`src/hdl/hsr_pkg.sv`:
```
// Package with types, constants and letter tables of the Hangul romanizer.
`timescale 1ns / 1ps

package hsr_pkg;

    // Default depth of the decoded item queue.
    localparam int unsigned HSR_FIFO_DEPTH = 8;

    localparam int unsigned CP_W      = 21;
    localparam int unsigned MAX_CHARS = 7;

    // Syllable block bounds.
    localparam logic [20:0] SYL_FIRST = 21'h00AC00;
    localparam logic [20:0] SYL_LAST  = 21'h00D7A3;

    // Division by 588 as multiply by reciprocal, exact for offsets below 11172.
    localparam logic [13:0] LEAD_RECIP = 14'd14267;
    localparam int unsigned LEAD_SHIFT = 23;
    localparam logic [9:0]  LEAD_SPAN  = 10'd588;

    // Division by 28 as multiply by reciprocal, exact for remainders below 588.
    localparam logic [9:0]  VOWEL_RECIP = 10'd586;
    localparam int unsigned VOWEL_SHIFT = 14;
    localparam logic [4:0]  VOWEL_SPAN  = 5'd28;

    localparam logic [7:0] NUL = 8'h00;

    typedef logic [7:0] char_t;

    // Up to three letters of one table entry, c0 first.
    typedef struct packed {
        logic [1:0] len;
        char_t      c2;
        char_t      c1;
        char_t      c0;
    } letters_t;

    // One decoded input item, ready to serialize.
    typedef struct packed {
        logic                 hangul;
        logic [CP_W-1:0]      cp;
        logic [2:0]           last_idx;
        char_t [MAX_CHARS-1:0] chars;
    } item_t;

    function automatic letters_t mk(input logic [1:0] len, input char_t a,
                                    input char_t b, input char_t c);
        letters_t r;
        r.len = len;
        r.c0  = a;
        r.c1  = b;
        r.c2  = c;
        return r;
    endfunction

    function automatic char_t pick(input letters_t l, input logic [1:0] i);
        char_t r;
        unique case (i)
            2'd0:    r = l.c0;
            2'd1:    r = l.c1;
            2'd2:    r = l.c2;
            default: r = NUL;
        endcase
        return r;
    endfunction

    function automatic letters_t lead_letters(input logic [4:0] idx);
        letters_t r;
        unique case (idx)
            5'd0:    r = mk(2'd1, "g", NUL, NUL);
            5'd1:    r = mk(2'd2, "g", "g", NUL);
            5'd2:    r = mk(2'd1, "n", NUL, NUL);
            5'd3:    r = mk(2'd1, "d", NUL, NUL);
            5'd4:    r = mk(2'd2, "d", "d", NUL);
            5'd5:    r = mk(2'd1, "r", NUL, NUL);
            5'd6:    r = mk(2'd1, "m", NUL, NUL);
            5'd7:    r = mk(2'd1, "b", NUL, NUL);
            5'd8:    r = mk(2'd2, "b", "b", NUL);
            5'd9:    r = mk(2'd1, "s", NUL, NUL);
            5'd10:   r = mk(2'd2, "s", "s", NUL);
            5'd11:   r = mk(2'd0, NUL, NUL, NUL);
            5'd12:   r = mk(2'd1, "j", NUL, NUL);
            5'd13:   r = mk(2'd2, "j", "j", NUL);
            5'd14:   r = mk(2'd1, "c", NUL, NUL);
            5'd15:   r = mk(2'd1, "k", NUL, NUL);
            5'd16:   r = mk(2'd1, "t", NUL, NUL);
            5'd17:   r = mk(2'd1, "p", NUL, NUL);
            default: r = mk(2'd1, "h", NUL, NUL);
        endcase
        return r;
    endfunction

    function automatic letters_t vowel_letters(input logic [4:0] idx);
        letters_t r;
        unique case (idx)
            5'd0:    r = mk(2'd1, "a", NUL, NUL);
            5'd1:    r = mk(2'd2, "a", "e", NUL);
            5'd2:    r = mk(2'd2, "y", "a", NUL);
            5'd3:    r = mk(2'd3, "y", "a", "e");
            5'd4:    r = mk(2'd2, "e", "o", NUL);
            5'd5:    r = mk(2'd1, "e", NUL, NUL);
            5'd6:    r = mk(2'd3, "y", "e", "o");
            5'd7:    r = mk(2'd2, "y", "e", NUL);
            5'd8:    r = mk(2'd1, "o", NUL, NUL);
            5'd9:    r = mk(2'd2, "w", "a", NUL);
            5'd10:   r = mk(2'd3, "w", "a", "e");
            5'd11:   r = mk(2'd2, "o", "e", NUL);
            5'd12:   r = mk(2'd2, "y", "o", NUL);
            5'd13:   r = mk(2'd1, "u", NUL, NUL);
            5'd14:   r = mk(2'd3, "w", "e", "o");
            5'd15:   r = mk(2'd2, "w", "e", NUL);
            5'd16:   r = mk(2'd2, "w", "i", NUL);
            5'd17:   r = mk(2'd2, "y", "u", NUL);
            5'd18:   r = mk(2'd2, "e", "u", NUL);
            5'd19:   r = mk(2'd3, "e", "u", "i");
            default: r = mk(2'd1, "i", NUL, NUL);
        endcase
        return r;
    endfunction

    function automatic letters_t final_letters(input logic [4:0] idx);
        letters_t r;
        unique case (idx)
            5'd0:    r = mk(2'd0, NUL, NUL, NUL);
            5'd1:    r = mk(2'd1, "g", NUL, NUL);
            5'd2:    r = mk(2'd2, "g", "g", NUL);
            5'd3:    r = mk(2'd2, "g", "s", NUL);
            5'd4:    r = mk(2'd1, "n", NUL, NUL);
            5'd5:    r = mk(2'd2, "n", "j", NUL);
            5'd6:    r = mk(2'd2, "n", "h", NUL);
            5'd7:    r = mk(2'd1, "d", NUL, NUL);
            5'd8:    r = mk(2'd1, "r", NUL, NUL);
            5'd9:    r = mk(2'd2, "r", "k", NUL);
            5'd10:   r = mk(2'd2, "r", "m", NUL);
            5'd11:   r = mk(2'd2, "r", "b", NUL);
            5'd12:   r = mk(2'd2, "r", "s", NUL);
            5'd13:   r = mk(2'd2, "r", "t", NUL);
            5'd14:   r = mk(2'd2, "r", "p", NUL);
            5'd15:   r = mk(2'd2, "r", "h", NUL);
            5'd16:   r = mk(2'd1, "m", NUL, NUL);
            5'd17:   r = mk(2'd1, "b", NUL, NUL);
            5'd18:   r = mk(2'd2, "b", "s", NUL);
            5'd19:   r = mk(2'd1, "s", NUL, NUL);
            5'd20:   r = mk(2'd2, "s", "s", NUL);
            5'd21:   r = mk(2'd2, "n", "g", NUL);
            5'd22:   r = mk(2'd1, "j", NUL, NUL);
            5'd23:   r = mk(2'd1, "c", NUL, NUL);
            5'd24:   r = mk(2'd1, "k", NUL, NUL);
            5'd25:   r = mk(2'd1, "t", NUL, NUL);
            5'd26:   r = mk(2'd1, "p", NUL, NUL);
            default: r = mk(2'd1, "h", NUL, NUL);
        endcase
        return r;
    endfunction

endpackage

```
`src/hdl/hsr_decomp.sv`:
```
// Five-stage pipeline that splits a syllable into letter runs.
`timescale 1ns / 1ps

module hsr_decomp
    import hsr_pkg::*;
(
    input  logic            clk,
    input  logic            rst_n,
    input  logic            in_valid,
    input  logic [CP_W-1:0] code_point,
    output logic            item_valid,
    output item_t           item
);

    // Stage registers.
    logic            s1_valid_reg, s2_valid_reg, s3_valid_reg, s4_valid_reg, s5_valid_reg;
    logic            s1_hangul_reg, s2_hangul_reg, s3_hangul_reg, s4_hangul_reg;
    logic [CP_W-1:0] s1_cp_reg, s2_cp_reg, s3_cp_reg, s4_cp_reg;
    logic [13:0]     s1_off_reg, s2_off_reg;
    logic [4:0]      s2_lead_reg, s3_lead_reg, s4_lead_reg;
    logic [9:0]      s3_rem_reg, s4_rem_reg;
    logic [4:0]      s4_vowel_reg;
    item_t           s5_item_reg;

    // Next values.
    logic            s1_hangul_next;
    logic [13:0]     s1_off_next;
    logic [27:0]     lead_prod;
    logic [4:0]      s2_lead_next;
    logic [13:0]     lead_base;
    logic [9:0]      s3_rem_next;
    logic [19:0]     vowel_prod;
    logic [4:0]      s4_vowel_next;
    logic [9:0]      vowel_base;
    logic [4:0]      fin_idx;
    item_t           s5_item_next;

    // Range check and offset.
    assign s1_hangul_next = (code_point >= SYL_FIRST) && (code_point <= SYL_LAST);
    assign s1_off_next    = 14'(code_point - SYL_FIRST);

    // Lead index by reciprocal multiply.
    assign lead_prod    = 28'(s1_off_reg) * 28'(LEAD_RECIP);
    assign s2_lead_next = 5'(lead_prod >> LEAD_SHIFT);

    // Remainder after the lead.
    assign lead_base   = 14'(s2_lead_reg) * 14'(LEAD_SPAN);
    assign s3_rem_next = 10'(s2_off_reg - lead_base);

    // Vowel index by reciprocal multiply.
    assign vowel_prod    = 20'(s3_rem_reg) * 20'(VOWEL_RECIP);
    assign s4_vowel_next = 5'(vowel_prod >> VOWEL_SHIFT);

    // Final index, table lookup and packing of the letter run.
    assign vowel_base = 10'(s4_vowel_reg) * 10'(VOWEL_SPAN);
    assign fin_idx    = 5'(s4_rem_reg - vowel_base);

    always_comb
    begin
        letters_t   ll;
        letters_t   vl;
        letters_t   fl;
        logic [2:0] llen;
        logic [2:0] lvlen;
        logic [2:0] total;
        logic [2:0] kk;
        ll    = lead_letters(s4_lead_reg);
        vl    = vowel_letters(s4_vowel_reg);
        fl    = final_letters(fin_idx);
        llen  = 3'(ll.len);
        lvlen = llen + 3'(vl.len);
        total = lvlen + 3'(fl.len);
        s5_item_next.hangul = s4_hangul_reg;
        for (int k = 0; k < MAX_CHARS; k++)
        begin
            kk = 3'(k);
            if (!s4_hangul_reg)
                s5_item_next.chars[k] = NUL;
            else if (kk < llen)
                s5_item_next.chars[k] = pick(ll, 2'(kk));
            else if (kk < lvlen)
                s5_item_next.chars[k] = pick(vl, 2'(kk - llen));
            else
                s5_item_next.chars[k] = pick(fl, 2'(kk - lvlen));
        end
        if (s4_hangul_reg)
        begin
            s5_item_next.cp       = '0;
            s5_item_next.last_idx = total - 3'd1;
        end
        else
        begin
            s5_item_next.cp       = s4_cp_reg;
            s5_item_next.last_idx = 3'd0;
        end
    end

    // Advance valid bits every cycle.
    always_ff @(posedge clk or negedge rst_n)
    begin
        if (!rst_n)
        begin
            s1_valid_reg <= 1'b0;
            s2_valid_reg <= 1'b0;
            s3_valid_reg <= 1'b0;
            s4_valid_reg <= 1'b0;
            s5_valid_reg <= 1'b0;
        end
        else
        begin
            s1_valid_reg <= in_valid;
            s2_valid_reg <= s1_valid_reg;
            s3_valid_reg <= s2_valid_reg;
            s4_valid_reg <= s3_valid_reg;
            s5_valid_reg <= s4_valid_reg;
        end
    end

    // Advance payload every cycle.
    always_ff @(posedge clk)
    begin
        s1_hangul_reg <= s1_hangul_next;
        s1_cp_reg     <= code_point;
        s1_off_reg    <= s1_off_next;

        s2_hangul_reg <= s1_hangul_reg;
        s2_cp_reg     <= s1_cp_reg;
        s2_off_reg    <= s1_off_reg;
        s2_lead_reg   <= s2_lead_next;

        s3_hangul_reg <= s2_hangul_reg;
        s3_cp_reg     <= s2_cp_reg;
        s3_lead_reg   <= s2_lead_reg;
        s3_rem_reg    <= s3_rem_next;

        s4_hangul_reg <= s3_hangul_reg;
        s4_cp_reg     <= s3_cp_reg;
        s4_lead_reg   <= s3_lead_reg;
        s4_rem_reg    <= s3_rem_reg;
        s4_vowel_reg  <= s4_vowel_next;

        s5_item_reg   <= s5_item_next;
    end

    assign item_valid = s5_valid_reg;
    assign item       = s5_item_reg;

endmodule

```
`src/hdl/hangul_syllable_romanizer_core.sv`:
```
// Top level of the Hangul syllable romanizer: decode pipeline, item queue, serializer.
`timescale 1ns / 1ps

// A beat passes the decode stages, the item queue and the result registers to the ports.
// One result per cycle while an item is queued; a syllable gives 1 to 7 results,
// and any other code point 1. Busy rises when FIFO_DEPTH items are in flight or queued.
// The serializer sends one letter of the head item per cycle and sets the sustained rate.
// Reset clears valid bits, queue pointers and counters; payload registers are not reset.

module hangul_syllable_romanizer_core
    import hsr_pkg::*;
#(
    parameter int unsigned FIFO_DEPTH = HSR_FIFO_DEPTH
)
(
    input  logic            clk,
    input  logic            rst_n,
    input  logic            start,
    output logic            busy,
    input  logic [CP_W-1:0] code_point,
    output logic            strobe,
    output logic [7:0]      out_char,
    output logic            hangul_flag,
    output logic [CP_W-1:0] passthrough_point,
    output logic            last_of_run
);

    localparam int unsigned PTR_W = (FIFO_DEPTH > 1) ? $clog2(FIFO_DEPTH) : 1;
    localparam int unsigned CNT_W = $clog2(FIFO_DEPTH + 1);

    logic            accept;
    logic            dec_valid;
    item_t           dec_item;

    item_t           fifo_mem [FIFO_DEPTH];
    item_t           head;
    logic [PTR_W-1:0] wr_ptr_reg, wr_ptr_next;
    logic [PTR_W-1:0] rd_ptr_reg, rd_ptr_next;
    logic [CNT_W-1:0] fifo_cnt_reg, fifo_cnt_next;
    logic [CNT_W-1:0] pending_reg, pending_next;
    logic            busy_reg, busy_next;
    logic            head_valid;
    logic            pop;
    logic [2:0]      idx_reg, idx_next;

    logic            strobe_reg;
    logic [7:0]      out_char_reg;
    logic            hangul_flag_reg;
    logic [CP_W-1:0] passthrough_point_reg;
    logic            last_of_run_reg;

    assign accept = start && !busy_reg;

    hsr_decomp u_decomp (
        .clk        (clk),
        .rst_n      (rst_n),
        .in_valid   (accept),
        .code_point (code_point),
        .item_valid (dec_valid),
        .item       (dec_item)
    );

    // Serialize the head item one letter per cycle.
    assign head       = fifo_mem[rd_ptr_reg];
    assign head_valid = (fifo_cnt_reg != '0);
    assign pop        = head_valid && (idx_reg == head.last_idx);

    always_comb
    begin
        if (!head_valid)
            idx_next = idx_reg;
        else if (pop)
            idx_next = 3'd0;
        else
            idx_next = idx_reg + 3'd1;
    end

    // Advance queue pointers and counters; pending covers the pipeline and the queue.
    assign wr_ptr_next = !dec_valid ? wr_ptr_reg :
                         (wr_ptr_reg == PTR_W'(FIFO_DEPTH - 1)) ? '0 : wr_ptr_reg + 1'b1;
    assign rd_ptr_next = !pop ? rd_ptr_reg :
                         (rd_ptr_reg == PTR_W'(FIFO_DEPTH - 1)) ? '0 : rd_ptr_reg + 1'b1;
    assign fifo_cnt_next = fifo_cnt_reg + CNT_W'(dec_valid) - CNT_W'(pop);
    assign pending_next  = pending_reg + CNT_W'(accept) - CNT_W'(pop);
    assign busy_next     = (pending_next == CNT_W'(FIFO_DEPTH));

    always_ff @(posedge clk or negedge rst_n)
    begin
        if (!rst_n)
        begin
            wr_ptr_reg   <= '0;
            rd_ptr_reg   <= '0;
            fifo_cnt_reg <= '0;
            pending_reg  <= '0;
            busy_reg     <= 1'b0;
            idx_reg      <= 3'd0;
            strobe_reg   <= 1'b0;
        end
        else
        begin
            wr_ptr_reg   <= wr_ptr_next;
            rd_ptr_reg   <= rd_ptr_next;
            fifo_cnt_reg <= fifo_cnt_next;
            pending_reg  <= pending_next;
            busy_reg     <= busy_next;
            idx_reg      <= idx_next;
            strobe_reg   <= head_valid;
        end
    end

    // Hold decoded items in the queue.
    always_ff @(posedge clk)
    begin
        if (dec_valid)
            fifo_mem[wr_ptr_reg] <= dec_item;
    end

    // Load the result registers.
    always_ff @(posedge clk)
    begin
        if (head_valid)
        begin
            out_char_reg          <= head.chars[idx_reg];
            hangul_flag_reg       <= head.hangul;
            passthrough_point_reg <= head.cp;
            last_of_run_reg       <= pop;
        end
    end

    assign busy              = busy_reg;
    assign strobe            = strobe_reg;
    assign out_char          = out_char_reg;
    assign hangul_flag       = hangul_flag_reg;
    assign passthrough_point = passthrough_point_reg;
    assign last_of_run       = last_of_run_reg;

endmodule

```
`config.mk`:
```
export PLATFORM = sky130hd
export DESIGN_NAME = hangul_syllable_romanizer_core
export DESIGN_NICKNAME = d
export VERILOG_FILES = /design/src/hdl/hsr_pkg.sv /design/src/hdl/hsr_decomp.sv /design/src/hdl/hangul_syllable_romanizer_core.sv
export SDC_FILE = /design/constraint.sdc
export NUM_CORES = 1
export LEC_CHECK = 0
export BUFFER_PORTS_ARGS = -buffer_cell sky130_fd_sc_hd__buf_2
export CORE_MARGIN = 3
export CORE_UTILIZATION = 65
export CTS_CLUSTER_DIAMETER = 200
export DETAILED_ROUTE_END_ITERATION = 10
export GPL_TIMING_DRIVEN = 0
export PLACE_DENSITY = 0.82
export SLEW_MARGIN = 20
export SYNTH_ARGS = -nofsm -noshare
export SYNTH_HDL_FRONTEND = slang
export SYNTH_HIERARCHICAL = 1
export SYNTH_SLANG_ARGS = --single-unit
```
`constraint.sdc`:
```
create_clock -name clk -period 18 [get_ports clk]
set_input_delay 2.7 -clock clk [delete_from_list [all_inputs] [get_ports clk]]
set_output_delay 2.7 -clock clk [all_outputs]
set_load 0.01 [all_outputs]
```
==> reports/qor.yml, run 1 <==
status: "completed"
drc: 0
rsz0062_at_grt: "no"
crit_path_frequent_cell: "inv_1"
end_kind: "flip-flop"
ant_nets: 0
synth_flop_cell: "edfxtp_1"
path_depth: 21
fillers: 3390
worstMarginPinSlew_ps: 1230
crit_arrival_ps: 6790
report.final.slew_viol_count: 0
hold_class: "reg -> reg"
crit_type: "reg -> reg"
yosysMostFrequentCell: "edfxtp_1"
start_util_pct: 65.8
yosys-top-cells-area: "edfxtp_1, dfxtp_1, mux4_2"
synth_top_area_share_pct: 51.1
track_usage_pct: 31.0
synth_cell_types: 84
finalSetupTns_ps: 0
routabilityCongestion: 0.905
grt_pass1_wl_um: 147000
core_um2: 60600
die_w_um: 254
wire_per_inst_um: 27.5
ys_ff_latch: 913
die_h_um: 254
async_reset_ff_share_pct: 2.63
grt_max_degree: 25
syn2layout_area_growth_pct: 12.6
synth_seq_area_share_pct: 63.2
root_buffer: "clkbuf_16"
vias: 22545
yosys_warnings: 6
period_needed_ps: 6260
cp_max_fo: 10
layout-drive-gt1-share_pct: 18.8
hold_buffers: 0
wl_met1_um: 35500
place_inst: 3339
slew_headroom_pct: 18.2
grt-ovfl-total: 0
drtPass1Iterations: 5
setup_viol: 0
cts_setup_buffers: 0
cts-htree-levels: 3
antenna_found_initial: 5
cp_top_family: "adder cells"
finalCritPeriodShare_pct: 34.8
stdcell_count: 3497
drtIter0Drc: 2393
critPathLaunchType: "flip-flop"
clock-sinks: 913
syn_area_per_cell_um2: 16.3
wl_um: 96300
hold_viol: 0
multi_input_area_um2: 13400
cp.required_ps: 18530
clk_pin_slew_ps: 60
path_buf_inv: 6
via_per_inst: 6.45
ctsResizeCount: 0
netlist_area_um2: 39900
finalClockSkew_ps: 26.7
slowest_stage: "dfxtp_1"
worstRegToRegCells: 21
worstSkewPairLatency_ps: 640
register_area_um2: 25200
synth_edf_count: 679
hold_depth: 0
critPathMaxStageDelay_ps: 680
largest_register_ffs: 648
cts_buffer_depth: 3
grt_pass1_vias: 23700
row_count: 90
synthCells: 2442
cts_tree: "built"
yosys.area.top_type: "edfxtp_1"
synth_common_cells: "edfxtp_1, ha_1, dfxtp_1, inv_1, mux4_2"
clock.fmax_mhz: 160
wl_met2_um: 47700
highest_layer: "met5"
met3_length_um: 9010
crit_chain: "inv_1, fa_1, inv_1, ha_1, inv_1, fa_1, inv_1, fa_1, fa_1, inv_1, fa_1, inv_1, ha_1, nand3_1, nor4_1, o2111ai_1, nand2_1, nor2_1, o21ai_0, a21oi_1, xnor2_1"
dpl.hpwl_um: 61000
cts_buffers: 84
fin_nets: 2998
io_buffers: 56
drv_cap: 0
ios: 57
die_area_um2: 64400
## metrics by stage
stage          instance area, um2  hold slack (ps)  utilization, %  setup WS, ps
6_report                    44900              325            74.2         11740
5_1_grt                     44900              330            74.2         11530
4_1_cts                     44900              319            74.2         11810
3_5_place_dp                42100              312            69.4         11810
3_3_place_gp                41200              310            68.0          5480
2_1_floorplan               39900              310               -         11310
## cell usage in the layout (no fill, tap or decap), types with 46 or more instances in the layout
| cell type | instances |
|---|---|
| a21oi_1 | 75 |
| buf_2 | 79 |
| clkbuf_1 | 48 |
| clkbuf_16 | 86 |
| dfxtp_1 | 210 |
| edfxtp_1 | 679 |
| fa_1 | 110 |
| ha_1 | 221 |
| inv_1 | 206 |
| mux2i_1 | 47 |
| mux4_2 | 163 |
| nand2_1 | 128 |
| nor2_1 | 66 |
| o21ai_0 | 46 |
## final cells by class
class                      count  share of cell area (%)
tap                          782                    2.18
inverter                     210                    1.75
buffer                       100                    1.31
antenna                        1                 0.00557
multi-input combinational   1225                    29.8
sequential                   913                    56.1
clock buffer                 112                    5.23
timing repair buffer         109                    2.50
clock inverter                45                    1.14
## path summary, 6_finish.rpt
path | from | end | slack [ps]
max in group asynchronous | rst_n | rd_ptr_reg[1]$_DFFE_PN0P_ | 15610
min | u_decomp/s2_cp_reg[12]$_DFF_P_ | u_decomp/s3_cp_reg[12]$_DFF_P_ | 320
min reg2reg | u_decomp/s2_cp_reg[12]$_DFF_P_ | u_decomp/s3_cp_reg[12]$_DFF_P_ | 320
max | u_decomp/s1_off_reg[3]$_DFF_P_ | u_decomp/s2_lead_reg[4]$_DFF_P_ | 11740
max reg2reg | u_decomp/s1_off_reg[3]$_DFF_P_ | u_decomp/s2_lead_reg[4]$_DFF_P_ | 11740
min in group asynchronous | rst_n | wr_ptr_reg[0]$_DFFE_PN0P_ | 2030
## cells by family after synthesis
group | after synthesis | synth area share [%]
buffers and inverters | 310 | 3.46
AOI/OAI and AO/OA | 269 | 4.56
and+or+nand+nor | 346 | 4.09
adders and majority gates | 331 | 12.5
xor gates and xnor gates | 43 | 1.00
DFF | 913 | 63.2
other | 1 | 0.00940
muxes | 229 | 11.3
## metal layers
| layer | vias up | global-route usage [%] |
|---|---|---|
| li1 | 9535 | - |
| met2 | 1318 | 51.6 |
| met1 | 11423 | 40.9 |
| met3 | 267 | 5.47 |
| met4 | 2 | 13.5 |
| met5 | - | 0 |
Power of run 1 is left out: the tool's default activity adds up to more than one toggle a clock period on the data nets, which glitch-free logic cannot reach.
==> inputs of run 2 (changes only) <==
--- a/config.mk
+++ b/config.mk
@@ -5,13 +5,14 @@
 export SDC_FILE = /design/constraint.sdc
 export NUM_CORES = 1
 export LEC_CHECK = 0
+export ABC_AREA = 1
 export BUFFER_PORTS_ARGS = -buffer_cell sky130_fd_sc_hd__buf_2
 export CORE_MARGIN = 3
-export CORE_UTILIZATION = 65
+export CORE_UTILIZATION = 64
 export CTS_CLUSTER_DIAMETER = 200
 export DETAILED_ROUTE_END_ITERATION = 10
 export GPL_TIMING_DRIVEN = 0
-export PLACE_DENSITY = 0.82
+export PLACE_DENSITY = 0.81
 export SLEW_MARGIN = 20
 export SYNTH_ARGS = -nofsm -noshare
 export SYNTH_HDL_FRONTEND = slang
==> constraint.sdc (replaced) <==
create_clock -name clk -period 6.16 [get_ports clk]
set_input_delay 0.924 -clock clk [delete_from_list [all_inputs] [get_ports clk]]
set_output_delay 0.924 -clock clk [all_outputs]
set_load 0.01 [all_outputs]
==> run 2 against run 1 <==
  * Cell count increased by 43%
  * First-iteration DRC count increased by 75%
  * Highest routed layer is now met4
  * Die area increased by 6.8%
==> reports/qor.yml, run 2 <==
status: "completed"
fillers: 4131  # +22%
grt_max_degree: 26  # +4.0%
yosys_warnings: 6  # unchanged
vias: 29861  # +32%
clock.fmax_mhz: 183  # +15%
io_buffers: 56  # unchanged
critPathMaxStageDelay_ps: 670  # about the same
end_kind: "flip-flop"
hold_buffers: 0  # unchanged
synth_common_cells: "nand2_1, edfxtp_1, nor2_1, inv_1, nand3_1"
wire_per_inst_um: 21.9  # -21%
wl_um: 109000  # +13%
crit_path_frequent_cell: "inv_1"
drtPass1Iterations: 6  # +1
wl_met2_um: 51000  # +6.9%
yosysMostFrequentCell: "nand2_1"
worstMarginPinSlew_ps: 1060  # -164 ps
met3_length_um: 12600  # +39%
via_per_inst: 5.99  # -7.1%
highest_layer: "met4"
setup_viol: 0  # unchanged
final_common_cell: "nand2_1"
crit_type: "reg -> reg"
slowest_stage: "dfxtp_1"
layout-drive-gt1-share_pct: 9.05  # -9.8 points
rsz0062_at_grt: "no"
die_h_um: 262  # +3.3%
cts_buffers: 84  # unchanged
grt-ovfl-total: 0  # unchanged
ctsResizeCount: 0  # unchanged
largest_register_ffs: 648  # unchanged
cp_max_fo: 10  # unchanged
synth_top_area_share_pct: 48.5  # -2.6 points
place_inst: 4831  # +45%
dpl.hpwl_um: 74400  # +22%
crit_chain: "inv_1, fa_1, inv_1, ha_1, inv_1, fa_1, inv_1, fa_1, fa_1, inv_1, fa_1, inv_1, ha_1, nand2_1, o21ai_0, inv_1, o21ai_0, nand2_1, nand4_1, xor2_1"
hold_viol: 0  # unchanged
whs_ps: 266  # -58.4 ps
fin_util_pct: 72.9  # -1.3 points
hold_class: "in -> async"
clock-sinks: 913  # unchanged
async_reset_ff_share_pct: 2.63  # unchanged
die_w_um: 262  # +3.3%
synth_seq_area_share_pct: 60.0  # -3.2 points
grt_pass1_vias: 29361  # +24%
diodes: 0  # -1
report.final.slew_viol_count: 0  # unchanged
period_needed_ps: 5460  # -794 ps
ys_ff_latch: 913  # unchanged
cts_tree: "built"
root_buffer: "clkbuf_16"
ios: 57  # unchanged
netlist_area_um2: 42000  # +5.3%
drtIter0Drc: 4193  # +75%
crit_arrival_ps: 5970  # -820 ps
grt_pass1_wl_um: 167000  # +13%
fin_nets: 4417  # +47%
track_usage_pct: 32.2  # +1.2 points
core_um2: 64700  # +6.8%
die_area_um2: 68700  # +6.8%
start_util_pct: 64.9  # -0.92 points
finalWorstSetupSlack_ps: 696  # -11050 ps
slew_headroom_pct: 29.1  # +11 points
synth_flop_cell: "edfxtp_1"
synth_edf_count: 679  # unchanged
cts-htree-levels: 3  # unchanged
row_count: 93  # +3.3%
place_ws_ps: 752  # -11050 ps
clk_pin_slew_ps: 60  # about the same
syn_area_per_cell_um2: 10.8  # -34%
final_cell_mix: "nand2_1, edfxtp_1, nor2_1"
yosys.area.top_type: "edfxtp_1"
drc: 0  # unchanged
stdcell_count: 4986  # +43%
worstSkewPairLatency_ps: 640  # about the same
finalCritPeriodShare_pct: 88.7  # +54 points
cts_setup_buffers: 0  # unchanged
cp.required_ps: 6670  # -11860 ps
routabilityCongestion: 0.969  # +7.1%
cts_buffer_depth: 3  # unchanged
finalClockSkew_ps: 27.9  # +1.22 ps
drv_cap: 0  # unchanged
ant_nets: 0  # unchanged
critPathLaunchType: "flip-flop"
syn2layout_area_growth_pct: 12.3
synthCells: 3877  # +59%
antenna_found_initial: 3  # -2
yosys-top-cells-area: "edfxtp_1, dfxtp_1, nand2_1"
wl_met1_um: 40100  # +13%
synth_cell_types: 53  # -37%
run 2: cell families (layout without fill, tap and decap cells):
| logic type | Yosys count | after routing | share of synthesized area [%] |
|---|---|---|---|
| adder cells (fa/ha/maj) | 331 | 331 | 11.8 |
| flip-flops | 913 | 913 | 60.0 |
| other | 1 | 7 | 0.00893 |
| buffers and inverters | 542 | 790 | 5.66 |
| AND/OR/NAND/NOR | 1555 | 1555 | 15.2 |
| AO/OA/AOI/OAI | 501 | 501 | 6.58 |
| XOR/XNOR | 34 | 34 | 0.709 |
run 2: layout make-up:
cell class / count / area [um2] / share of cell area (%)
flip-flops and latches: 913 / 25200 / 53.4
plain buffers: 166 / 956 / 2.03
multi-input cells: 2428 / 14500 / 30.8
clock buffers: 118 / 2390 / 5.08
well taps: 855 / 1070 / 2.27
clock inverters: 37 / 415 / 0.881
inverters: 376 / 1420 / 3.01
repair buffers: 93 / 1180 / 2.51
run 2: worst paths after layout:
path | start | end | slack, ps | depth (start not counted)
min in group clk | u_decomp/s1_cp_reg[18]$_DFF_P_ | u_decomp/s2_cp_reg[18]$_DFF_P_ | 320 | 0
worst max-delay path | u_decomp/s1_off_reg[3]$_DFF_P_ | u_decomp/s2_lead_reg[4]$_DFF_P_ | 700 | 20
worst max register to register | u_decomp/s1_off_reg[3]$_DFF_P_ | u_decomp/s2_lead_reg[4]$_DFF_P_ | 700 | 20
worst min-delay path | rst_n | wr_ptr_reg[2]$_DFFE_PN0P_ | 270 | 1
worst min register to register | u_decomp/s1_cp_reg[18]$_DFF_P_ | u_decomp/s2_cp_reg[18]$_DFF_P_ | 320 | 0
max in group asynchronous | rst_n | fifo_cnt_reg[2]$_DFF_PN0_ | 5550 | 1
run 2: metal layers:
layer,up-vias,global-route usage [%]
met5,-,0
met4,0,15.3
met3,337,5.67
met2,1978,51.6
met1,14089,43.3
li1,13457,-
run 2: critical path, delay by kind of cell (launching register included):
family / cells / cell delay [ps]
simple gates: 3 / 280
buf+inv: 7 / 490
fa+ha+maj: 7 / 3260
xor+xnor: 1 / 270
compound gates: 2 / 380
flops: 1 / 670
run 2: through the flow:
stage	TNS [ps]	area [um2]
2_1_floorplan	0	42000
4_1_cts	0	47100
3_3_place_gp	-1057010	43400
3_5_place_dp	0	44300
5_1_grt	0	47100
6_report	0	47100
Power of run 2 is left out for the same reason.
